[src/bfm_pkg.sv]
// ----------------------------------------------------------------------------
// bfm_pkg
// shared types, constants and codes of the bloom filter hash unit
// ----------------------------------------------------------------------------
`default_nettype none

package bfm_pkg;

  localparam int DEF_MAX_CELLS  = 65536;
  localparam int DEF_MAX_HASHES = 16;
  localparam int QUEUE_DEPTH    = 2;

  localparam int HC_W   = 5;
  localparam int CC_W   = 17;
  localparam int SEED_W = 32;
  localparam int KEY_W  = 64;
  localparam int IDX_W  = 2;

  localparam logic [63:0] MIX_C1  = 64'h87c37b91114253d5;
  localparam logic [63:0] MIX_C2  = 64'h4cf5ad432745937f;
  localparam logic [63:0] FMIX_M1 = 64'hff51afd7ed558ccd;
  localparam logic [63:0] FMIX_M2 = 64'hc4ceb9fe1a85ec53;

  localparam logic [IDX_W-1:0] REG_HASH_COUNT = 2'd0;
  localparam logic [IDX_W-1:0] REG_CELL_COUNT = 2'd1;
  localparam logic [IDX_W-1:0] REG_HASH_SEED  = 2'd2;

  typedef enum logic [1:0] {
    OP_ADD    = 2'd0,
    OP_LOOKUP = 2'd1,
    OP_CLEAR  = 2'd2,
    OP_NOP    = 2'd3
  } op_t;

  typedef enum logic [1:0] {
    F_IDLE,
    F_HASH,
    F_PUSH
  } front_state_t;

  typedef enum logic [2:0] {
    B_INIT,
    B_IDLE,
    B_CLEAR,
    B_REM,
    B_PROBE,
    B_CHECK,
    B_DONE
  } back_state_t;

  typedef struct packed {
    op_t         op;
    logic [63:0] h1;
    logic [63:0] h2;
  } cmd_t;

  typedef struct packed {
    logic [HC_W-1:0] hash_count;
    logic [CC_W-1:0] cell_count;
  } cfg_t;

  function automatic logic [63:0] rotl31(input logic [63:0] x);
    rotl31 = {x[32:0], x[63:33]};
  endfunction

  function automatic logic [63:0] xshr33(input logic [63:0] x);
    xshr33 = x ^ {33'b0, x[63:33]};
  endfunction

endpackage

`default_nettype wire

[src/bfm_front.sv]
// ----------------------------------------------------------------------------
// bfm_front
// accepts commands and computes the 128-bit key hash with a shared 32x32 multiplier
// ----------------------------------------------------------------------------
`default_nettype none

module bfm_front import bfm_pkg::*; (
  input  logic              clk,
  input  logic              rst,
  input  logic              start,
  input  op_t               op_in,
  input  logic [KEY_W-1:0]  key_in,
  input  logic [SEED_W-1:0] seed,
  output logic              busy,
  output cmd_t              cmd,
  output logic              cmd_valid,
  input  logic              cmd_ready
);

  front_state_t state, state_next;
  logic [2:0]   phase;
  logic [1:0]   sub;
  logic [63:0]  mop;
  logic [63:0]  acc;
  logic [63:0]  h1, h2;
  op_t          op;
  logic [63:0]  cval;
  logic [31:0]  a_sel, c_sel;
  logic [63:0]  pp, r;
  logic [63:0]  h1t, h2t, h1a, h2a, f2, h1n;
  logic         last_sub;

  always_comb begin
    case (phase)
      3'd0:    cval = MIX_C1;
      3'd1:    cval = MIX_C2;
      3'd2:    cval = FMIX_M1;
      3'd3:    cval = FMIX_M2;
      3'd4:    cval = FMIX_M1;
      default: cval = FMIX_M2;
    endcase
    a_sel = (sub == 2'd2) ? mop[63:32] : mop[31:0];
    c_sel = (sub == 2'd1) ? cval[63:32] : cval[31:0];
    pp    = a_sel * c_sel;
    r     = (sub == 2'd0) ? pp : acc + {pp[31:0], 32'b0};
    last_sub = (sub == 2'd2);
    h1t = {32'b0, seed} ^ r ^ 64'd8;
    h2t = {32'b0, seed} ^ 64'd8;
    h1a = h1t + h2t;
    h2a = h2t + h1a;
    f2  = xshr33(r);
    h1n = h1 + f2;
  end

  always_comb begin
    state_next = state;
    case (state)
      F_IDLE: begin
        if (start) begin
          if (op_in == OP_ADD || op_in == OP_LOOKUP) state_next = F_HASH;
          else state_next = F_PUSH;
        end
      end
      F_HASH: begin
        if (last_sub && phase == 3'd5) state_next = F_PUSH;
      end
      F_PUSH: begin
        if (cmd_ready) state_next = F_IDLE;
      end
      default: state_next = F_IDLE;
    endcase
  end

  always_ff @(posedge clk) begin
    if (rst) state <= F_IDLE;
    else state <= state_next;
  end

  always_ff @(posedge clk) begin
    if (rst) begin
      phase <= 3'd0;
      sub   <= 2'd0;
    end else if (state == F_IDLE) begin
      phase <= 3'd0;
      sub   <= 2'd0;
    end else if (state == F_HASH) begin
      if (last_sub) begin
        sub   <= 2'd0;
        phase <= phase + 3'd1;
      end else begin
        sub <= sub + 2'd1;
      end
    end
  end

  always_ff @(posedge clk) begin
    if (state == F_IDLE && start) begin
      op  <= op_in;
      mop <= key_in;
      h1  <= 64'b0;
      h2  <= 64'b0;
    end else if (state == F_HASH) begin
      acc <= r;
      if (last_sub) begin
        case (phase)
          3'd0: mop <= rotl31(r);
          3'd1: begin
            h1  <= h1a;
            h2  <= h2a;
            mop <= xshr33(h1a);
          end
          3'd2: mop <= xshr33(r);
          3'd3: begin
            h1  <= xshr33(r);
            mop <= xshr33(h2);
          end
          3'd4: mop <= xshr33(r);
          default: begin
            h1 <= h1n;
            h2 <= f2 + h1n;
          end
        endcase
      end
    end
  end

  assign busy      = (state != F_IDLE);
  assign cmd_valid = (state == F_PUSH);
  assign cmd.op    = op;
  assign cmd.h1    = h1;
  assign cmd.h2    = h2;

endmodule

`default_nettype wire

[config.mk]
export PLATFORM = sky130hd
export DESIGN_NAME = bfm_front
export DESIGN_NICKNAME = d
export VERILOG_FILES = /design/src/bfm_pkg.sv /design/src/bfm_front.sv
export SDC_FILE = /design/constraint.sdc
export NUM_CORES = 2
export LEC_CHECK = 0
export BUFFER_PORTS_ARGS = -buffer_cell sky130_fd_sc_hd__buf_2
export CAP_MARGIN = 20
export CORE_UTILIZATION = 40
export DETAILED_ROUTE_END_ITERATION = 16
export MAX_ROUTING_LAYER = met4
export PLACE_DENSITY = 0.66
export SLEW_MARGIN = 15
export SYNTH_ARGS = -nofsm -noshare
export SYNTH_HDL_FRONTEND = slang
export SYNTH_SLANG_ARGS = --single-unit
export TNS_END_PERCENT = 50
[constraint.sdc]
create_clock -name clk -period 44.5 [get_ports clk]
set_clock_uncertainty 0.05 [all_clocks]
set_input_delay 4.45 -clock clk [delete_from_list [all_inputs] [get_ports clk]]
set_output_delay 4.45 -clock clk [all_outputs]
set_load 0.1 [all_outputs]
# Word-level counts from Yosys, hierarchy flattened
# Cells that the tools add are included.
classes:
  add_sub_neg: 7
  multipliers: 1
  eq_ne: 13
  n_mux: 16
  bitwise: 9
  n_reduce_logical: 21
ops:
  columns: ["op", "n"]
  rows:
  - ["$pmux 64 s3", 2]
  - ["$mux 64", 4]
  - ["$pmux 64 s4", 1]
  - ["$add 64x64->64", 3]
  - ["$xor 64x31->64", 3]
  - ["$pmux 64 s2", 1]
  - ["$add 32x64->64", 1]
  - ["$add 64x32->64", 1]
  - ["$mul 32x32->64", 1]
  - ["$mux 32", 2]
  - ["$xor 32x64->64", 1]
  - ["$reduce_and 3->1", 4]
  - ["$mux 2", 5]
  - ["$eq 2x1->1 const B", 3]
  - ["$eq 3x2->1 const B", 2]
  - ["$eq 3x3->1 const B", 2]
  - ["$logic_not 2->1", 3]
  - ["$pmux 2 s3", 1]
  - ["$reduce_bool 2->1", 3]
  - ["$not 1->1", 5]
  - ["$reduce_bool 5->1", 1]
  - ["$eq 2x2->1 const B", 2]
  - ["$ne 2x2->1 const B", 2]
  - ["$reduce_and 2->1", 2]
  - ["10 further kinds", 12]
totals:
  ff_bits: 265
  inputBits: 102
  output_inout_bits: 132

# Logic depth before layout (Yosys ltp)
depth:
  ltp_word: 15
  depth_mapped: 75
  mapped_depth_nobuf: 71

# Worst setup path before layout
# Ideal clock, no wire load.
synth_timing:
  kind: "reg-to-reg"
  from: "reg sub[1]"
  to: "reg h2[59]"
  setup_ns: 0.074
  arrival_time_ns: 15.606
  required_time_ns: 44.376
  slack_ns: 28.769
  stages_incl_launch_ff: 64
  path_buffers: 5
  synth_period_minus_slack_ns: 15.731
  path_cell_list: "dfxtp_1 > clkbuf_1 > nor2b_1 > clkbuf_1 > clkbuf_1 > buf_1 > mux2i_1 > nor2_1 > fa_1 > inv_1 > fa_1 > fa_1 > fa_1 > inv_1 > fa_1 > fa_1 > fa_1 > inv_1 > (+28 left out) > a21boi_0 > o21ai_0 > a31oi_1 > xnor2_1 > ha_1 > a21o_1 > a21o_1 > a21oi_1 > o21ai_0 > and2_1 > a311oi_1 > o2bb2ai_1 > o21ai_0 > a21o_1 > a21oi_1 > xnor2_1 > nand2_1 > a31oi_1"
synth_between:
  elab_chain_len: 9
synth_rtl:
  columns: ["item", "line_no", "text"]
  rows:
  - ["start, declared", "bfm_front.sv:22", "logic [1:0] sub;"]
  - ["start signal, assigned", "bfm_front.sv:91", "sub <= sub + 2'd1;"]
  - ["$eq 2x2->1 / $eq 2x1->1 (equally long branches)", "bfm_front.sv:42, bfm_front.sv:46, bfm_front.sv:43", null]
  - ["$mux 32 (on tied branches)", "bfm_front.sv:42, bfm_front.sv:43", null]
  - ["$mul 32x32->64", "bfm_front.sv:44", "pp = a_sel * c_sel;"]
  - ["$add 64x64->64 / $mux 64 (equally long branches)", "bfm_front.sv:45", "r = (sub == 2'd0) ? pp : acc + {pp[31:0], 32'b0};"]
  - ["$mux 64 / $xor 32x64->64 (equally long branches)", "bfm_front.sv:45, bfm_front.sv:47", null]
  - ["$xor 64x31->64, or another cell as far along", "bfm_pkg.sv:67", "xshr33 = x ^ {33'b0, x[63:33]};"]
  - ["$add 64x64->64 / $add 64x32->64 (equally long branches)", "bfm_front.sv:52, bfm_front.sv:49", null]
  - ["$add 64x64->64 / $add 32x64->64 (equally long branches)", "bfm_front.sv:120, bfm_front.sv:50", null]
  - ["$pmux 64 s2", "bfm_front.sv:105", "case (phase)"]
  - ["end signal, assigned", "bfm_front.sv:120", "h2 <= f2 + h1n;"]
  - ["end, declared", "bfm_front.sv:25", "logic [63:0] h1, h2;"]
# Parallel ways exist; a longest one is shown, timed or not.
# A chain may end at the register's enable or synchronous reset.

# Worst setup path in the final report
layout_timing:
  from: "reg phase[0]"
  to: "reg h2[59]"
layout_between:
  elab_chain_len: 11
layout_rtl:
  columns: ["item", "line_no", "text"]
  rows:
  - ["start, declared", "bfm_front.sv:21", "logic [2:0] phase;"]
  - ["start signal, assigned", "bfm_front.sv:89", "phase <= phase + 3'd1;"]
  - ["$eq 3x3->1 / $eq 3x2->1 (equally long branches)", "bfm_front.sv:34, bfm_front.sv:105", null]
  - ["$reduce_or 2->1 (no source line)", null, null]
  - ["$pmux 64 s3", "bfm_front.sv:34", "case (phase)"]
  - ["$mux 32", "bfm_front.sv:43", "c_sel = (sub == 2'd1) ? cval[63:32] : cval[31:0];"]
  - ["$mul 32x32->64", "bfm_front.sv:44", null]
  - ["$add 64x64->64 / $mux 64 (equally long branches)", "bfm_front.sv:45", null]
  - ["$mux 64 / $xor 32x64->64 (equally long branches)", "bfm_front.sv:45, bfm_front.sv:47", null]
  - ["$xor 64x31->64, or another cell as far along", "bfm_pkg.sv:67", null]
  - ["$add 64x64->64 / $add 64x32->64 (equally long branches)", "bfm_front.sv:52, bfm_front.sv:49", null]
  - ["$add 64x64->64 / $add 32x64->64 (equally long branches)", "bfm_front.sv:120, bfm_front.sv:50", null]
  - ["$pmux 64 s2", "bfm_front.sv:105", null]
# Parallel ways exist; a longest one is shown, timed or not.

==> impl_results.md <==
* Status: completed
* Commonest non-fill, non-tap cells in the layout: inv_1, nand2_1, fa_1, nor2_1, ha_1
* Routed len/inst at 28.8 um
* Slew @ Worst Pin at 1.25 ns
* Port bufs at 233
* WP data arrival at a little under 20 ns
* Area grow syn2layout at 8.13%
* Clock buffer depth at 3
* Post-synth EDFFs at 130
* Hold-fix buffers, CTS at 0
* Gp weighted congestion at 1.07
* Fin nets at just over 9000
* Synth top area share at 29.1%
* Fin crit share at a little over two fifths
* Syn Area/Cell at 8.26 um2
* Crit-path max cell delay at 0.96 ns
* Final setup viols at 0
* FF-to-FF Start: phase[0]$_SDFFE_PP0P_
* Overall routing resource usage at between 30 and 40%
* Worst Setup Start Kind: flip-flop
* DRC at 0
* Dpl hpwl at about 220000 um
* Global-route wire length before repair at 402000 um
* Area contributors post-synth: fa_1, ha_1, nand2_1
* Sequential area share after synthesis at 10.7%
* Mapped Area at 61800 um2
* Final hold violations at 0
* Top FF cell, synth: dfxtp_1
* Fin. max-slew vios at 0
* Root Buffer: clkbuf_16
* CP Buf/Inv Count at 9
* Initial drt markers at 6905
* Routed vias/inst at 6.04
* Post-CTS setup buffers at 0
* Crit. End Element: flip-flop
* CP max-delay cell: nor2_4
* Num CTS Buffers at 40
* Path depth of the worst reg2reg path at 66
* Row count at about 140
* RSZ-0062 raised after global routing: no
* Peak Freq at 52.4 MHz
* Worst R2R End: h2[59]$_SDFFE_PP0P_
* CP top delay family: compound AO/OA/AOI/OAI gates
* Max-cap viol count at 0
* Fin util at a little over two fifths
* Total Wirelength at 278000 um
* CTS tree: built
* Die Height at 395 um
* Initial Util at 40.5%
* Minimum clock period at 19.09 ns
* Worst min-delay path startpoint: h2[0]$_SDFFE_PP0P_
* Hold Path Depth at 2
* Synth unique cells at between 100 and 150
* Largest net degree at the start of global routing at 137
* FF+latch count, synth at between 200 and 300
* H-tree levels at 2
* Asr flop ratio synth at 0%
* Die Width at 395 um
* Post-Syn Instances at 7489
* Antenna Violating Nets Remaining at 0
* Clk_lat worst skew at around 0.65 ns
* Die area at 156000 um2
* Ys Warns at 0
* Min-Delay Endpoint: h2[0]$_SDFFE_PP0P_
* Share of layout cells above drive strength 1 at between 8 and 9%
* Yosys top cell by area: fa_1
* Vias in the first global route at around 58000
* Router iterations before antenna repair at 7
* Hold Path Class: flip-flop to flip-flop
* Setup Crit Path Kind: flip-flop to flip-flop
* PostCTS Resize Cnt at 0
* Clock Sinks at 265
* TNS Setup at 0 ns
* Most common library cell in the layout ignoring fill and taps: inv_1
* Initial antenna violation count at 12
* Slew margin rel. at 14.0%
* R2R setup slack at 25.41 ns
* Via count at a little under 60000
* Worst EP required at 45.02 ns
* Fillcell total at ~15000
* GR Overflow Total at 0
* Critical path fanouts, max at 29
* Ports at 234
* CTS clk-pin slew, worst paths at about 0.060 ns
* Syn Nets at approximately 9000
* Total core area at between 150000 and 200000 um2
* Most frequent CP cell: fa_1
-- worst min-delay path, delay by kind of cell, from the launching register on --
kind	cells	cell delay, ns
simple gates	2	0.15
flops	1	0.33
-- how the worst max path moves through the flow --
stage | endpoint | startpoint | slack (ns) | depth (start not counted)
6_report | h2[59]$_SDFFE_PP0P_ | phase[0]$_SDFFE_PP0P_ | 25.41 | 66
5_1_grt | h2[63]$_SDFFE_PP0P_ | phase[0]$_SDFFE_PP0P_ | 24.46 | 72
4_1_cts | h2[63]$_SDFFE_PP0P_ | phase[0]$_SDFFE_PP0P_ | 25.80 | 72
3_5_place_dp | h2[59]$_SDFFE_PP0P_ | phase[0]$_SDFFE_PP0P_ | 25.87 | 66
3_3_place_gp | h2[59]$_SDFFE_PP0P_ | phase[0]$_SDFFE_PP0P_ | 25.89 | 65
2_1_floorplan | h2[59]$_SDFFE_PP0P_ | sub[1]$_SDFFE_PP0P_ | 28.77 | 63
-- per-layer routing --
layer | share of wire [%] | global-route usage (%) | wire [um]
met2 | 44 | 54.0 | 121000
met5 | 0 | - | 0
met1 | 39 | 45.5 | 108000
met3 | 10 | 7.88 | 29000
met4 | 7.1 | 20.6 | 19600
-- cells in the mapped netlist (20+ instances only) --
| master | count |
|---|---|
| nand2_1 | 1047 |
| inv_1 | 1042 |
| fa_1 | 900 |
| nor2_1 | 662 |
| ha_1 | 489 |
| a21oi_1 | 406 |
| o21ai_0 | 310 |
| clkbuf_1 | 304 |
| xnor2_1 | 237 |
| xor2_1 | 154 |
| a21o_1 | 146 |
| nand3_1 | 138 |
| dfxtp_1 | 135 |
| edfxtp_1 | 130 |
| nor3_1 | 104 |
| a221oi_1 | 77 |
| mux2i_1 | 72 |
| a211oi_1 | 64 |
| nand2b_1 | 56 |
| nand4_1 | 55 |
| o21a_1 | 55 |
| a31oi_1 | 54 |
| nor2b_1 | 49 |
| mux2_2 | 46 |
| and2_1 | 45 |
| and3_1 | 43 |
| o211ai_1 | 39 |
| a22oi_1 | 37 |
| buf_2 | 35 |
| o21bai_1 | 33 |
| or3_1 | 29 |
| a311oi_1 | 24 |
| a211o_1 | 22 |
| o31ai_1 | 22 |
| a21boi_0 | 20 |
| buf_1 | 20 |
-- kinds of logic after synthesis --
kind of cell,synth area share (%)
flops,10.7
fa+ha+maj,39.0
xor+xnor,5.69
mux,2.04
simple gates,16.8
compound gates,16.9
buf+inv,8.88
-- per-stage QoR --
| stage | hold WS, ns | area [um2] | setup WS (ns) | instances |
|---|---|---|---|---|
| 3_5_place_dp | 0.466 | 65500 | 25.87 | 9545 |
| 3_3_place_gp | 0.453 | 65500 | 25.89 | 9543 |
| 5_1_grt | 0.487 | 66800 | 24.46 | 9622 |
| 6_report | 0.480 | 66800 | 25.41 | 9628 |
| 2_1_floorplan | 0.496 | 61800 | 28.77 | 7489 |
| 4_1_cts | 0.478 | 66800 | 25.80 | 9616 |
-- layout make-up --
type	instances	area [um2]	area share [%]
Antenna cell	12	30.0	0.0449
Inverter	1045	3930	5.87
Sequential cell	265	6610	9.88
Timing Repair Buffer	404	2500	3.75
Multi-Input combinational cell	5801	49900	74.7
Clock buffer	48	1040	1.56
Tap cell	2030	2540	3.80
Clock inverter	23	288	0.430
-- registers in the layout (all words and copies together), names as in the netlist --
register	flops
acc	64
h1	64
h2	64
mop	64
phase	3
op	2
state	2
sub	2
Power is left out: the tool's default activity adds up to more than one toggle a clock period on the data nets, which glitch-free logic cannot reach.
