File: src/bfm_pkg.sv
// ----------------------------------------------------------------------------
// bfm_pkg
// shared types, constants and codes of the bloom filter hash unit
// ----------------------------------------------------------------------------
`default_nettype none

package bfm_pkg;

  localparam int DEF_MAX_CELLS  = 65536;
  localparam int DEF_MAX_HASHES = 16;
  localparam int QUEUE_DEPTH    = 2;

  localparam int HC_W   = 5;
  localparam int CC_W   = 17;
  localparam int SEED_W = 32;
  localparam int KEY_W  = 64;
  localparam int IDX_W  = 2;

  localparam logic [63:0] MIX_C1  = 64'h87c37b91114253d5;
  localparam logic [63:0] MIX_C2  = 64'h4cf5ad432745937f;
  localparam logic [63:0] FMIX_M1 = 64'hff51afd7ed558ccd;
  localparam logic [63:0] FMIX_M2 = 64'hc4ceb9fe1a85ec53;

  localparam logic [IDX_W-1:0] REG_HASH_COUNT = 2'd0;
  localparam logic [IDX_W-1:0] REG_CELL_COUNT = 2'd1;
  localparam logic [IDX_W-1:0] REG_HASH_SEED  = 2'd2;

  typedef enum logic [1:0] {
    OP_ADD    = 2'd0,
    OP_LOOKUP = 2'd1,
    OP_CLEAR  = 2'd2,
    OP_NOP    = 2'd3
  } op_t;

  typedef enum logic [1:0] {
    F_IDLE,
    F_HASH,
    F_PUSH
  } front_state_t;

  typedef enum logic [2:0] {
    B_INIT,
    B_IDLE,
    B_CLEAR,
    B_REM,
    B_PROBE,
    B_CHECK,
    B_DONE
  } back_state_t;

  typedef struct packed {
    op_t         op;
    logic [63:0] h1;
    logic [63:0] h2;
  } cmd_t;

  typedef struct packed {
    logic [HC_W-1:0] hash_count;
    logic [CC_W-1:0] cell_count;
  } cfg_t;

  function automatic logic [63:0] rotl31(input logic [63:0] x);
    rotl31 = {x[32:0], x[63:33]};
  endfunction

  function automatic logic [63:0] xshr33(input logic [63:0] x);
    xshr33 = x ^ {33'b0, x[63:33]};
  endfunction

endpackage

`default_nettype wire

File: src/bfm_cmd_queue.sv
// ----------------------------------------------------------------------------
// bfm_cmd_queue
// short command queue between the hash front and the probe back
// ----------------------------------------------------------------------------
`default_nettype none

module bfm_cmd_queue import bfm_pkg::*; (
  input  logic clk,
  input  logic rst,
  input  cmd_t wr_cmd,
  input  logic wr_valid,
  output logic wr_ready,
  output cmd_t rd_cmd,
  output logic rd_valid,
  input  logic rd_ready
);

  localparam int PTR_W = (QUEUE_DEPTH > 1) ? $clog2(QUEUE_DEPTH) : 1;
  localparam int CNT_W = $clog2(QUEUE_DEPTH + 1);

  cmd_t             slots [QUEUE_DEPTH];
  logic [PTR_W-1:0] wr_ptr, rd_ptr;
  logic [CNT_W-1:0] count;
  logic             do_wr, do_rd;

  assign wr_ready = (count != CNT_W'(QUEUE_DEPTH));
  assign rd_valid = (count != '0);
  assign do_wr    = wr_valid && wr_ready;
  assign do_rd    = rd_valid && rd_ready;
  assign rd_cmd   = slots[rd_ptr];

  always_ff @(posedge clk) begin
    if (do_wr) slots[wr_ptr] <= wr_cmd;
  end

  always_ff @(posedge clk) begin
    if (rst) begin
      wr_ptr <= '0;
      rd_ptr <= '0;
      count  <= '0;
    end else begin
      if (do_wr) wr_ptr <= (wr_ptr == PTR_W'(QUEUE_DEPTH - 1)) ? '0 : wr_ptr + 1'b1;
      if (do_rd) rd_ptr <= (rd_ptr == PTR_W'(QUEUE_DEPTH - 1)) ? '0 : rd_ptr + 1'b1;
      if (do_wr && !do_rd) count <= count + 1'b1;
      else if (do_rd && !do_wr) count <= count - 1'b1;
    end
  end

endmodule

`default_nettype wire

File: config.mk
export PLATFORM = sky130hd
export DESIGN_NAME = bfm_cmd_queue
export DESIGN_NICKNAME = d
export VERILOG_FILES = /design/src/bfm_pkg.sv /design/src/bfm_cmd_queue.sv
export SDC_FILE = /design/constraint.sdc
export NUM_CORES = 1
export LEC_CHECK = 0
export BUFFER_PORTS_ARGS = -buffer_cell sky130_fd_sc_hd__buf_2
export CORE_MARGIN = 1
export CORE_UTILIZATION = 35
export DETAILED_ROUTE_END_ITERATION = 16
export REMOVE_ABC_BUFFERS = 1
export SYNTH_ARGS = -nofsm -noshare
export SYNTH_HDL_FRONTEND = slang
export SYNTH_SLANG_ARGS = --single-unit
File: constraint.sdc
create_clock -name clk -period 4 [get_ports clk]
set_input_delay 0.4 -clock clk [delete_from_list [all_inputs] [get_ports clk]]
set_output_delay 0.4 -clock clk [all_outputs]
set_load 0.01 [all_outputs]
After elaboration in Yosys (flattened, before gate mapping)
Memory sizes are Yosys's and may differ from the RTL's. A register that Yosys moved wholly into a read port is not among the register bits.
Cells that the tools add are included.
{"block": "word_totals", "ramBits": 260, "reg_bits": 4, "word_cells": 25, "in_bits": 134, "mem_count": 1}
{"block": "classes", "eq_ne": 1, "muxes": 8, "n_addsub": 4, "reduce_logical": 8}
{"memory": "slots", "words": 2, "word_bits": 130, "read_ports": 1, "rd_clocked_by_memory_dff": 1, "write_ports": 1, "line_no": "bfm_cmd_queue.sv:21", "text": "cmd_t slots [QUEUE_DEPTH];"}
{"operator": "$mux W1", "count": 6}
{"operator": "$logic_and A1 B1 Y1", "count": 4}
{"operator": "$mux W2", "count": 2}
{"operator": "$reduce_bool A2 Y1", "count": 2}
{"operator": "$add A1 B1 Y1 const B", "count": 2}
{"operator": "$add A2 B1 Y2 const B", "count": 1}
{"operator": "$logic_not A1 Y1", "count": 2}
{"operator": "$ne A2 B2 Y1 const B", "count": 1}
{"operator": "$sub A2 B1 Y2 const B", "count": 1}

Depth between registers and ports, before layout
Gate-level depths: netlist of run 1.
{"block": "depth", "word_depth": 6, "depth_mapped": 6}

Worst setup path after synthesis of run 1
No wires, ideal clock.
{"block": "synth_path", "path_type": "reg-to-reg", "startpoint": "register count[0]", "endpoint": "memory slots[1][0] (netlist name), enable pin", "slack_ns": -0.186, "synth_period_minus_slack_ns": 4.186, "arrival_ns": 3.681, "t_required_ns": 3.495, "path_stages_with_launch": 3, "cell_sequence": "dfxtp_1 > nand2b_1 > and3_1"}
{"block": "synth_between", "elab_chain_cells": 4}
{"element": "start: declaration", "line_no": "bfm_cmd_queue.sv:23", "text": "logic [CNT_W-1:0] count;"}
{"element": "start signal: assignment", "line_no": "bfm_cmd_queue.sv:44", "text": "if (do_wr && !do_rd) count <= count + 1'b1;"}
{"element": "start signal: assignment", "line_no": "bfm_cmd_queue.sv:45", "text": "else if (do_rd && !do_wr) count <= count - 1'b1;"}
{"element": "$ne A2 B2 Y1", "line_no": "bfm_cmd_queue.sv:26", "text": "assign wr_ready = (count != CNT_W'(QUEUE_DEPTH));"}
{"element": "named net wr_ready", "line_no": "bfm_cmd_queue.sv:12", "text": "output logic wr_ready,"}
{"element": "$logic_and A1 B1 Y1", "line_no": "bfm_cmd_queue.sv:28", "text": "assign do_wr = wr_valid && wr_ready;"}
{"element": "$mux W1", "line_no": "bfm_cmd_queue.sv:33", "text": "if (do_wr) slots[wr_ptr] <= wr_cmd;"}
{"element": "$mux W1 (not written as such)", "line_no": "bfm_cmd_queue.sv:33"}
{"element": "end: declaration", "line_no": "bfm_cmd_queue.sv:21"}
The timed path passes the listed nets, and every way through them passes these cells.

==> results of run 1 <==
[sequential cells by signal, summed over array words and instances, names as in the netlist, named ones only]
name	flops
slots	260
wr_ptr	1
rd_ptr	1
count	2
[Yosys cell counts, types with 2 or more instances]
cell | number | area share [%]
sky130_fd_sc_hd__edfxtp_1 | 260 | 81
sky130_fd_sc_hd__mux2_2 | 130 | 15
sky130_fd_sc_hd__buf_6 | 10 | 1.2
sky130_fd_sc_hd__dfxtp_1 | 5 | 1.0
sky130_fd_sc_hd__buf_2 | 3 | 0.16
sky130_fd_sc_hd__nor2_1 | 3 | 0.12
sky130_fd_sc_hd__xor2_1 | 3 | 0.27
sky130_fd_sc_hd__a21oi_1 | 2 | 0.10
sky130_fd_sc_hd__o21ai_0 | 2 | 0.10
[cell type report]
type                       count  share of cell area (%)
sequential                   265                   65.27
multi-input combinational    148                   13.10
timing repair buffer         270                   11.56
clock buffer                  39                   6.111
tap                          341                   3.520
clock inverter                 9                  0.3303
inverter                       1                 0.07225
antenna                        2                 0.04129
[kinds of logic after synthesis]
| kind of cell | Yosys count | share of synthesized area (%) |
|---|---|---|
| flops | 265 | 82.12 |
| simple gates | 9 | 0.5200 |
| fa+ha+maj | 1 | 0.1299 |
| buf+inv | 15 | 1.442 |
| compound gates | 5 | 0.3119 |
| mux | 130 | 15.20 |
| xor+xnor | 3 | 0.2729 |
[final timing paths]
kind / from / end / slack [ns] / depth (start not counted)
max: flop / rd_cmd[91] / 1.33 / 3
min: wr_cmd[110] / slots[0][110] / 0.06 / 1
max reg2reg: count[0] / slots[0][20] / 1.78 / 4
min reg2reg: rd_ptr / rd_ptr / 0.51 / 2
[worst reg2reg max path, stage by stage, from the launching register on]
cell and delay, ns:
sky130_fd_sc_hd__dfxtp_1 0.40, sky130_fd_sc_hd__nand2b_1 0.23, sky130_fd_sc_hd__nand3b_1 0.21, sky130_fd_sc_hd__inv_6 0.54
sky130_fd_sc_hd__buf_12 0.39
[routing by layer]
layer | share of wire [%] | GRT usage (%) | routed length [um]
met4 | 2.9 | 4.228 | 538
met1 | 40 | 15.46 | 7389
met3 | 8.1 | 3.902 | 1491
met2 | 49 | 21.72 | 8931
met5 | 0 | 0 | 0
[power by group]
group	internal, W	total [W]	switching [W]	leakage, nW
clock	0.00127	0.00222	0.000950	0.376
combinational	0.000813	0.00171	0.000896	1.61
sequential	0.00347	0.00361	0.000135	2.47
total	0.00556	0.00754	0.00198	4.46
[stage by stage]
| stage | utilization (%) | TNS (ns) | area, sq um | setup slack [ns] |
|---|---|---|---|---|
| 3_5_place_dp | 42.06 | 0 | 11340 | 1.776 |
| 3_3_place_gp | 42.06 | 0 | 11340 | 1.914 |
| 6_report | 44.98 | 0 | 12120 | 1.331 |
| 2_1_floorplan | - | -36.80 | 9494 | -0.1863 |
| 5_1_grt | 44.97 | 0 | 12120 | 1.193 |
| 4_1_cts | 44.96 | 0 | 12120 | 1.292 |
==> reports/results.txt, run 1 <==
The flow ran to the end, and the final reports show no timing, DRC or antenna violations. The floorplan step set the die width to 167.9 um. For the worst setup path, the data required time is 3.60 ns.

The design draws 0.007536 W. IR analysis of the VDD net gives a maximum drop of 409.1 uV. Sequential cells were found to cover 82.12% of the synthesized design area. After clock tree synthesis, the flow added hold-fix buffers numbering 0. The post-synthesis area per instance was 22.50 sq um. The number of flops mapped to enable cells by yosys works out to 260.

The tools report the number of unique standard cell types used by synthesis as 19. Data arrival time at the worst-slack endpoint: 2.27 ns. The initial antenna violation count was 2; the total of flip-flops plus latches after synthesis was 265. Counting tap cells, the placed design contains a total of 1025 instances.

After detailed routing, the average wire length per cell comes to 17.07 um. The multi-input combinational cells in the finished layout cover a total of 0.001588 sq mm. The tools report the number of nets at the end of the flow as 848.

In the routed design, unresolved DRC markers number 0. TritonCTS built the clock tree. The y dimension of the die works out to 167.9 um. The final critical path takes up 66.72% of the cycle. The post-synthesis cell area was 0.009629 sq mm. For this run, the leading register cell type out of synthesis is sky130_fd_sc_hd__edfxtp_1. The final period demand of the worst path was 2.669 ns; the weighted congestion at the end of routability-driven global placement was 0.7715. The slew at the pin closest to its max-slew limit is 0.6637 ns, and the initial core utilization is 35.73%. For this run, the slowest stage of the critical path takes 0.70 ns.

Across every metal layer, demand over resource in global routing totals 12.77%. Together, buffers and inverters on the worst path number 2. Of all flip-flops after synthesis, the portion carrying an async set or reset was 0%.

The run gives 2356 as the total of fill cells in the finished design. The highest-delay cell along the critical path was sky130_fd_sc_hd__dfxtp_4. The run gives 4881 as the detailed-route via count. The final number of setup-violating endpoints came out at 0. The library cell used most frequently in the layout, excluding fill and tap cells, is sky130_fd_sc_hd__buf_2.

The clock latency of the later-clocked register in the worst-skew pair came out at 0.52 ns. The type of the setup path with the least slack is reg -> out. The first-pass GRT wire length was 28370 um; the number of violations of the max-capacitance limit was 0. Port buffering added 265 buffers. Grouping stages by cell kind, the critical path spends the most delay in flip-flops. On the final layout, the worst clock skew is 0.01263 ns. After technology mapping, the gate count stands at 428. The run gives 0 as the remaining antenna violation count.

Traced cell by cell, the critical path runs through buf_4 -> mux2_2 -> buf_2. Setup repair after global routing left no endpoint under its margin. The ratio of routed vias to standard cells came out at 4.540. The first TritonRoute pass finished after 4 iterations. The worst hold-check slack is 0.06305 ns. The fraction of layout instances using a drive strength above 1 was 59.70%; the maximum number of pins on one net before global-route repair was 67. Kind of start point of the critical path: a flop. Overall die area: 0.02818 sq mm. Relative to the synthesized area, the layout overhead comes to 25.88%. Clock tree synthesis selected as its root buffer the cell sky130_fd_sc_hd__clkbuf_16. Gates resized during post-CTS repair numbered 0. The via count of the first global-routing pass was 5281.

The total number of yosys warnings is 0. Top fanout value on the critical path: 41. The tree built by TritonCTS fans out to 265 sinks.

The worst setup path is captured at a primary output. After floorplanning, the core was sized to cover 0.02695 sq mm. Derived from the worst setup path, the maximum achievable clock frequency is 374.7 MHz. The worst hold path belongs to the class in -> reg. In this run the tightest slew margin relative to its limit is 55.75%. Number of H-tree levels: 1. In the layout the commonest cells are sky130_fd_sc_hd__buf_2, sky130_fd_sc_hd__edfxtp_1, sky130_fd_sc_hd__mux2_2.

After clock tree synthesis, the clock-pin slew on the worst setup and hold paths is 0.06 ns. In this run, the number of DRC markers left after iteration 0 of detailed routing was 234. After clock tree synthesis, the setup repair step added 0 buffers. Pin placement for this block handled 266 I/O pins. The number of standard-cell rows in the floorplan came out at 60. For this design the ratio of total power to cell area is 621.7 mW/mm^2. After legalization and detailed placement, the total HPWL measured 12100 um. The tools report the number of pins with negative max-slew slack in the final report as 0. For this run, the number of standard cells in the final layout without fillers is 1075. Buffers inserted during clock tree synthesis total 27. Counting along the longest clock path gives a buffer depth of 3.

After global routing the overflow that remains totals 0. The logs give 0 for the count of endpoints failing hold in the final timing report and 0.007911 sq mm for the flip-flop and latch area. After detailed routing, the total wire length is 18350 um.

Static power due to leakage: 4.455 nW.
No activity file was read; power rests on OpenSTA's default activity.
==> run 2, diff against run 1 <==
==> constraint.sdc (replaced) <==
create_clock -name clk -period 2.46 [get_ports clk]
set_input_delay 0.246 -clock clk [delete_from_list [all_inputs] [get_ports clk]]
set_output_delay 0.246 -clock clk [all_outputs]
set_load 0.01 [all_outputs]
==> run 2 against run 1 <==
  * Sequential cell count unchanged
  * Core utilization up 5.5 points
  * Wire length is 11% higher
  * First-iteration DRC count up 0.43%
  * Clock power is 77% higher
  * Critical path depth unchanged
  * Sequential power grew 61%
  * Register-to-register slack got worse by 1.2 ns
  * Final area is 12% higher
  * Sequential share of layout area shrank 7.1 points
  * Worst hold slack worse by 0.0074 ns
  * Clock-buffer cell count is the same
  * Largest cell class unchanged
  * Largest power group unchanged
  * Highest routed layer unchanged
==> reports/results.txt, run 2 (synthesized netlist as in run 1, its figures left out) <==
The flow ran to the end, and the final reports show no timing, DRC or antenna violations. The flip-flop and latch area came out at 0.007911 sq mm (unchanged). The worst setup path is launched from a flop. The number of ports placed on the die boundary was 266 (unchanged); the clock latency of the later-clocked register in the worst-skew pair was 0.53 ns (about the same). The count of clock tree sinks was 265 (unchanged); the final period demand of the worst path was 2.222 ns. Final wirelength: 20360 um (+11%). For the starting DRC count in detailed routing, the log shows 235 (+0.43%). TritonCTS built the clock tree. The root buffer cell is sky130_fd_sc_hd__clkbuf_16.

The area inside the core boundary was 0.02695 sq mm (unchanged); the flip-flop count of the largest register, all copies and words added was 260 (unchanged). The highest-delay cell along the critical path was sky130_fd_sc_hd__dfxtp_4. The multi-input combinational cell area is 0.001588 sq mm (unchanged). The worst hold path begins at wr_valid. For the setup slack after layout, the log shows 0.2381 ns (-1.093 ns). The largest registers in the layout are slots x260, count x2. The library cell used most frequently in the layout, excluding fill and tap cells, is sky130_fd_sc_hd__buf_2.

The worst endpoint required time is 2.21 ns (-1.39 ns). The data arrival time at the worst-slack endpoint came out at 1.98 ns (-0.29 ns). Based on the critical path, the design can be clocked at up to 450.1 MHz. The worst-case reg-to-reg path depth works out to 4 (unchanged).

The endpoint identified for the worst register-to-register timing path is slots[0][88]. Initial core utilization: 35.73% (unchanged). The logs give 0.01058 ns (-0.002050 ns) for the worst setup skew after layout and 30820 um (+8.6%) for the first-pass GRT wire length. The largest incremental delay on the critical path was 0.57 ns (-0.13 ns); the count of endpoints failing hold in the final timing report was 0 (unchanged). The power density over the cells is 949.0 mW/mm^2 (+53%). The area growth from synthesis to layout is 41.23%.

Half-perimeter wire length after placement: 12620 um (+4.3%). The static power due to leakage was 5.081 nW (+14%). Largest register by flop count: slots. For the number of nets at the end of the flow, the log shows 985 (+16%). For the final total negative setup slack, the log shows 0 ns (unchanged).

The worst hold path belongs to the class in -> reg. For the number of violations of the max-capacitance limit, the log shows 0 (unchanged). The detailed-route via count is 5488 (+12%), and the die outline width is 167.9 um (unchanged).

The critical path is of the reg -> out type. Slew at the pin closest to its max-slew limit: 0.5070 ns (-0.1567 ns). The number of standard-cell rows in the floorplan is 60 (unchanged), and the initial antenna violation count is 0 (-2).

The clock-pin slew on the worst setup and hold paths works out to 0.06 ns (about the same). The overall die area is 0.02818 sq mm (unchanged), and the worst max-slew margin expressed relative to the limit is 66.20% (+10 points). Setup slack at placement: 0.5375 ns (-1.238 ns). The maximum count of clock buffers along a single path is 3 (unchanged).

In the layout the commonest cells are sky130_fd_sc_hd__buf_2, sky130_fd_sc_hd__edfxtp_1, sky130_fd_sc_hd__dlygate4sd3_1. The run gives 2198 (-6.7%) as the total of fill cells in the finished design. The total setup buffers inserted after CTS was 0 (unchanged); the number of port buffers was 265 (unchanged). The type of element capturing the critical path was a primary output. For the overall overflow remaining after global route, the log shows 0 (unchanged). The number of buffer and inverter stages on the critical path works out to 2 (unchanged). Setup repair after global routing left no endpoint under its margin. In the finished design, the share of the clock period the worst path needs comes to 90.32%.

The worst hold-check slack is 0.05569 ns (-0.007361 ns), and the number of H-tree levels is 1 (unchanged). Y dimension of the die: 167.9 um (unchanged). The fraction of layout instances using a drive strength above 1 was 50.98% (-8.7 points); the maximum number of pins on one net before global-route repair was 79 (+18%). The overall fraction of global-route tracks in use is 13.97% (+1.2 points).

The number of CTS-inserted buffers is 27 (unchanged), and the register-to-register setup slack is 0.57 ns (-1.21 ns). The top fanout value on the critical path is 20 (-51%), and the post-route DRC violation count is 0 (unchanged). The number of pins with negative max-slew slack in the final report came out at 0 (unchanged). Walking the worst path, the cells encountered are buf_4 -> mux2_2 -> buf_2. The worst register-to-register path begins at count[0]. The worst IR drop on VDD was 704.4 uV (+72%); the routed wire length per instance was 16.83 um (-1.4%).

In this design, the largest share of critical-path delay is due to flip-flops. The count of antenna diodes in the layout was 0 (-2). The critical path ends at rd_cmd[55].

The remaining antenna violation count is 0 (unchanged), and the ratio of routed vias to standard cells is 4.536 (-0.11%). The length of the first detailed-routing pass in iterations is 4 (unchanged). The tools report the via count of the first global-routing pass as 5856 (+11%). The number of cells on the critical path is 3 (unchanged).

The final number of setup-violating endpoints was 0 (unchanged); the weighted congestion at the end of routability-driven global placement was 0.7412 (-3.9%).
==> run 2: cell types whose count changed in the layout (fill, tap and decap cells not counted) <==
cell                            previous run  this run
sky130_fd_sc_hd__buf_12                    3         8
sky130_fd_sc_hd__buf_4                     2         3
sky130_fd_sc_hd__clkinv_2                  2         1
sky130_fd_sc_hd__bufinv_16                 0         3
sky130_fd_sc_hd__clkinvlp_4                1         0
sky130_fd_sc_hd__diode_2                   2         0
sky130_fd_sc_hd__clkbuf_8                  2         1
sky130_fd_sc_hd__clkinv_1                  6         5
sky130_fd_sc_hd__dlygate4sd3_1             0       131
sky130_fd_sc_hd__clkbuf_1                 10        11
==> run 2: cell type report <==
| cell class | count | area share, % |
|---|---|---|
| clock buffers | 39 | 5.373 |
| clock inverters | 9 | 0.8372 |
| inverters | 1 | 0.06440 |
| multi-input cells | 148 | 11.68 |
| flip-flops and latches | 265 | 58.17 |
| well taps | 341 | 3.137 |
| repair buffers | 407 | 20.74 |
==> run 2: power by group <==
group | leakage, nW | switching, W | internal, W | total (W)
sequential | 2.47 | 0.000186 | 0.00564 | 0.00582
combinational | 2.20 | 0.00159 | 0.00155 | 0.00315
clock | 0.407 | 0.00158 | 0.00236 | 0.00393
total | 5.08 | 0.00336 | 0.00955 | 0.0129
==> run 2: worst min path at each step <==
stage                     to  slack, ns  depth (start not counted)
3_3_place_gp   slots[0][120]       0.43                          1
5_1_grt               wr_ptr       0.06                          3
4_1_cts               wr_ptr       0.04                          3
3_5_place_dp    slots[1][38]       0.44                          1
2_1_floorplan       count[1]       0.32                          1
6_report              wr_ptr       0.06                          3
==> run 2: layer usage <==
| metal | part of all wire [%] | GRT usage (%) | vias to the layer above |
|---|---|---|---|
| li1 | - | - | 2546 |
| met2 | 51 | 25.60 | 192 |
| met5 | 0 | 0 | - |
| met1 | 41 | 16.40 | 2715 |
| met4 | 2.3 | 3.869 | 0 |
| met3 | 6.0 | 3.079 | 35 |
==> run 2: per-stage QoR <==
stage	utilization [%]	cell area (sq um)	power, W	cells
floorplan	-	9494	0.007737	414
global placement	42.46	11440	0.008859	1031
detailed placement	42.46	11440	0.008936	1031
CTS	50.46	13600	0.01307	1210
global route	50.46	13600	0.01347	1210
finish	50.46	13600	0.01291	1210
==> run 2: worst reg2reg max path, delay by kind of cell, from the launching register on <==
kind,cells,cell delay (ns)
buf+inv,2,0.75
simple gates,2,0.41
flops,1,0.41
==> run 2: repair_timing <==
action,CTS,global route
hold buffers,131,0
hold endpoints to repair,265,0
resized for setup,0,0
==> run 3, diff against run 2 <==
--- a/config.mk
+++ b/config.mk
@@ -6,9 +6,11 @@
 export NUM_CORES = 1
 export LEC_CHECK = 0
 export BUFFER_PORTS_ARGS = -buffer_cell sky130_fd_sc_hd__buf_2
+export CAP_MARGIN = 20
 export CORE_MARGIN = 1
-export CORE_UTILIZATION = 35
+export CORE_UTILIZATION = 45
 export DETAILED_ROUTE_END_ITERATION = 16
+export PLACE_DENSITY = 0.7
 export REMOVE_ABC_BUFFERS = 1
 export SYNTH_ARGS = -nofsm -noshare
 export SYNTH_HDL_FRONTEND = slang
==> run 3 against run 2 <==
  * Sequential power down 0.7%
  * Sequential cell count unchanged
  * Clock skew down 0.0035 ns
  * Worst setup slack better by 0.12 ns
  * Die area down 22%
  * Worst hold slack better by 0.020 ns
  * Cell count down 5.5%
  * Register-to-register slack better by 0.06 ns
  * Critical path depth unchanged
  * Critical path type unchanged
==> reports/results.txt, run 3 (synthesized netlist as in run 1, its figures left out) <==
The static power due to leakage was 5.048 nW (-0.67%); the setup slack after layout was 0.3554 ns (+0.1173 ns). Total routed wire length on the met1 layer: 7948 um (-4.7%). The run finished with clean final reports. The leading cell type in the layout, fill and taps excluded is sky130_fd_sc_hd__buf_2. The number of port buffers is 265 (unchanged), and the number of H-tree levels is 1 (unchanged). The logs give 0.02102 sq mm (-22%) for the area inside the core boundary and 5 (+1) for the length of the first detailed-routing pass in iterations. The fraction of layout instances using a drive strength above 1 came out at 51.04% (+0.059 points).

The run gives 0.009160 W (-4.0%) as the internal power component. The count of antenna diodes in the layout is 0 (unchanged), and the remaining antenna violation count is 0 (unchanged). In this run the worst hold path is classified as in -> reg.

Setup repair after global routing left no endpoint under its margin. The number of gates given a new drive strength after cts is 0 (unchanged). For the data arrival time at the worst-slack endpoint, the log shows 1.86 ns (-0.12 ns).

The ratio of final minimum period to clock period is 85.55% (-4.8 points), and the overall fraction of global-route tracks in use is 18.21% (+4.2 points). For the maximum number of pins on one net before global-route repair, the log shows 81 (+2.5%). The setup slack at placement is 0.6124 ns (+0.07490 ns), and the final number of setup-violating endpoints is 0 (unchanged). Worst setup skew after layout: 0.007115 ns (-0.003465 ns). The run gives 25.3% (+0.9 points) as the combinational share of power. The overall overflow remaining after global route is 0 (unchanged). TritonCTS built the clock tree.

Total setup buffers inserted after CTS: 0 (unchanged). Clock tree synthesis selected as its root buffer the cell sky130_fd_sc_hd__clkbuf_16. The logs give 0.51 ns (-0.02 ns) for the clock latency of the later-clocked register in the worst-skew pair and 6116 (+4.4%) for the via count of the first global-routing pass. The tools report the count of clock tree sinks as 265 (unchanged).

Half-perimeter wire length after placement: 12010 um (-4.8%). The run gives 28.3% (-2.2 points) as the clock network fraction of design power. The power density over the cells is 929.2 mW/mm^2 (-2.1%), and the slew at the pin closest to its max-slew limit is 0.5057 ns (-0.001285 ns). The maximum achievable frequency is 475.1 MHz (+5.6%), and the overall die area is 0.02199 sq mm (-22%). The final wirelength is 20330 um (-0.17%). The logs give 30870 um (+0.18%) for the first-pass GRT wire length and 266 (unchanged) for the number of ports placed on the die boundary. The number of pins with negative max-slew slack in the final report was 0 (unchanged); the routed wire length per instance was 17.78 um (+5.7%).

The post-route DRC violation count is 0 (unchanged). The highest layer touched by signal routing is met4. The ratio of routed vias to standard cells was 4.797 (+5.8%); the flip-flop count of the largest register, all copies and words added was 260 (unchanged). Placed instance count: 966 (-6.3%).

STA classifies the critical path startpoint as a flop. The run gives 66.28% (+0.086 points) as the worst max-slew margin expressed relative to the limit. For the share of total power in sequential cells, the log shows 46.3% (+1.2 points). Top fanout value on the critical path: 80 (+300%). The logs give 5483 (-0.091%) for the detailed-route via count and 27 (unchanged) for the number of CTS-inserted buffers. In the final layout, the registers with the most flip-flops are slots x260, count x2.

The die outline width was 148.3 um (-12%); the switching power was 0.003321 W (-1.1%). The number of standard cells in the layout, taps in and fillers out is 1143 (-5.5%). The switching share of power was 26.61% (+0.58 points).

The y dimension of the die came out at 148.3 um (-12%). Largest register by flop count: slots. The total met2 wirelength after detailed routing came out at 10500 um (+1.7%). The starting DRC count in detailed routing was 211 (-10%); the number of nets at the end of the flow was 986 (+0.10%). The run gives 53 (-12%) as the number of standard-cell rows in the floorplan. Clock-pin slew on the worst setup and hold paths: 0.06 ns (about the same). The worst IR drop on VDD is 694.3 uV (-1.4%). The run gives 0.7248 (-2.2%) as the weighted congestion at the end of routability-driven global placement. The type of the setup path with the least slack was reg -> out. For the number of violations of the max-capacitance limit, the log shows 0 (unchanged). The run gives 3 (unchanged) as the maximum count of clock buffers along a single path. STA classifies the critical path endpoint as a primary output.

In the layout the commonest cells are sky130_fd_sc_hd__buf_2, sky130_fd_sc_hd__edfxtp_1, sky130_fd_sc_hd__dlygate4sd3_1. The logs give 1378 um (+13%) for the sum of met3 wire segment lengths after detailed routing and 45.81% (+10 points) for the initial core utilization. The final period demand of the worst path came out at 2.105 ns (-0.1173 ns). The relative area change from synthesis to final layout came out at 39.49%. The worst endpoint required time was 2.21 ns (about the same).

The tools report the count of endpoints failing hold in the final timing report as 0 (unchanged). The initial antenna violation count was 0 (unchanged).
## run 3: repair_timing
action | in CTS | in global routing
hold buffers | 131 | 0
endpoints found under the hold margin | 265 | 0
setup endpoints to repair | 0 | 0
## run 3: power groups by stage
stage / clock network [W] / registers, W / logic [W]
final: 0.00354 / 0.00578 / 0.00316
after global routing: 0.00378 / 0.00583 / 0.00339
after CTS: 0.00362 / 0.00578 / 0.00318
after detailed placement: 0 / 0.00587 / 0.00299
after global placement: 0 / 0.00583 / 0.00294
after floorplan: 0 / 0.00609 / 0.00165
## run 3: worst max-delay path, stage by stage (launching register included)
cell                      delay (ns)
sky130_fd_sc_hd__dfxtp_4        0.37
sky130_fd_sc_hd__buf_12         0.33
sky130_fd_sc_hd__mux2_2         0.41
sky130_fd_sc_hd__buf_2          0.15
## run 3: layout make-up
type	count	area [sq um]
Fill cell	1406	7590
Clock buffer	34	701.9
Multi-Input combinational cell	148	1588
Sequential cell	265	7911
Tap cell	275	344.1
Clock inverter	12	50.05
Timing Repair Buffer	408	2828
Inverter	1	8.758
## run 3: per-stage QoR
stage                     instance area, sq um  setup TNS, ns  hold slack, ns  power [W]  utilization, %
final                                    13430              0         0.07529    0.01248           63.90
after global routing                     13430              0         0.06794    0.01300           63.90
after CTS                                13430              0         0.05142    0.01258           63.90
after detailed placement                 11370              0          0.4367   0.008862           54.08
after global placement                   11370              0          0.4330   0.008773           54.08
after floorplan                           9494        -582.07          0.3151   0.007737               -
## run 3: routing by layer
layer | global-route usage, % | up-vias
li1 | - | 2554
met1 | 21.20 | 2681
met2 | 32.84 | 209
met3 | 4.509 | 39
met4 | 5.979 | 0
met5 | 0 | -
## run 3: path summary, 6_finish.rpt
kind,startpoint,end,slack [ns],cells after the start
worst max-delay path,flop,rd_cmd[44],0.36,3
worst min-delay path,wr_valid,wr_ptr,0.08,3
worst max register to register,count[0],slots[0][35],0.63,4
worst min register to register,rd_ptr,flop,0.51,2
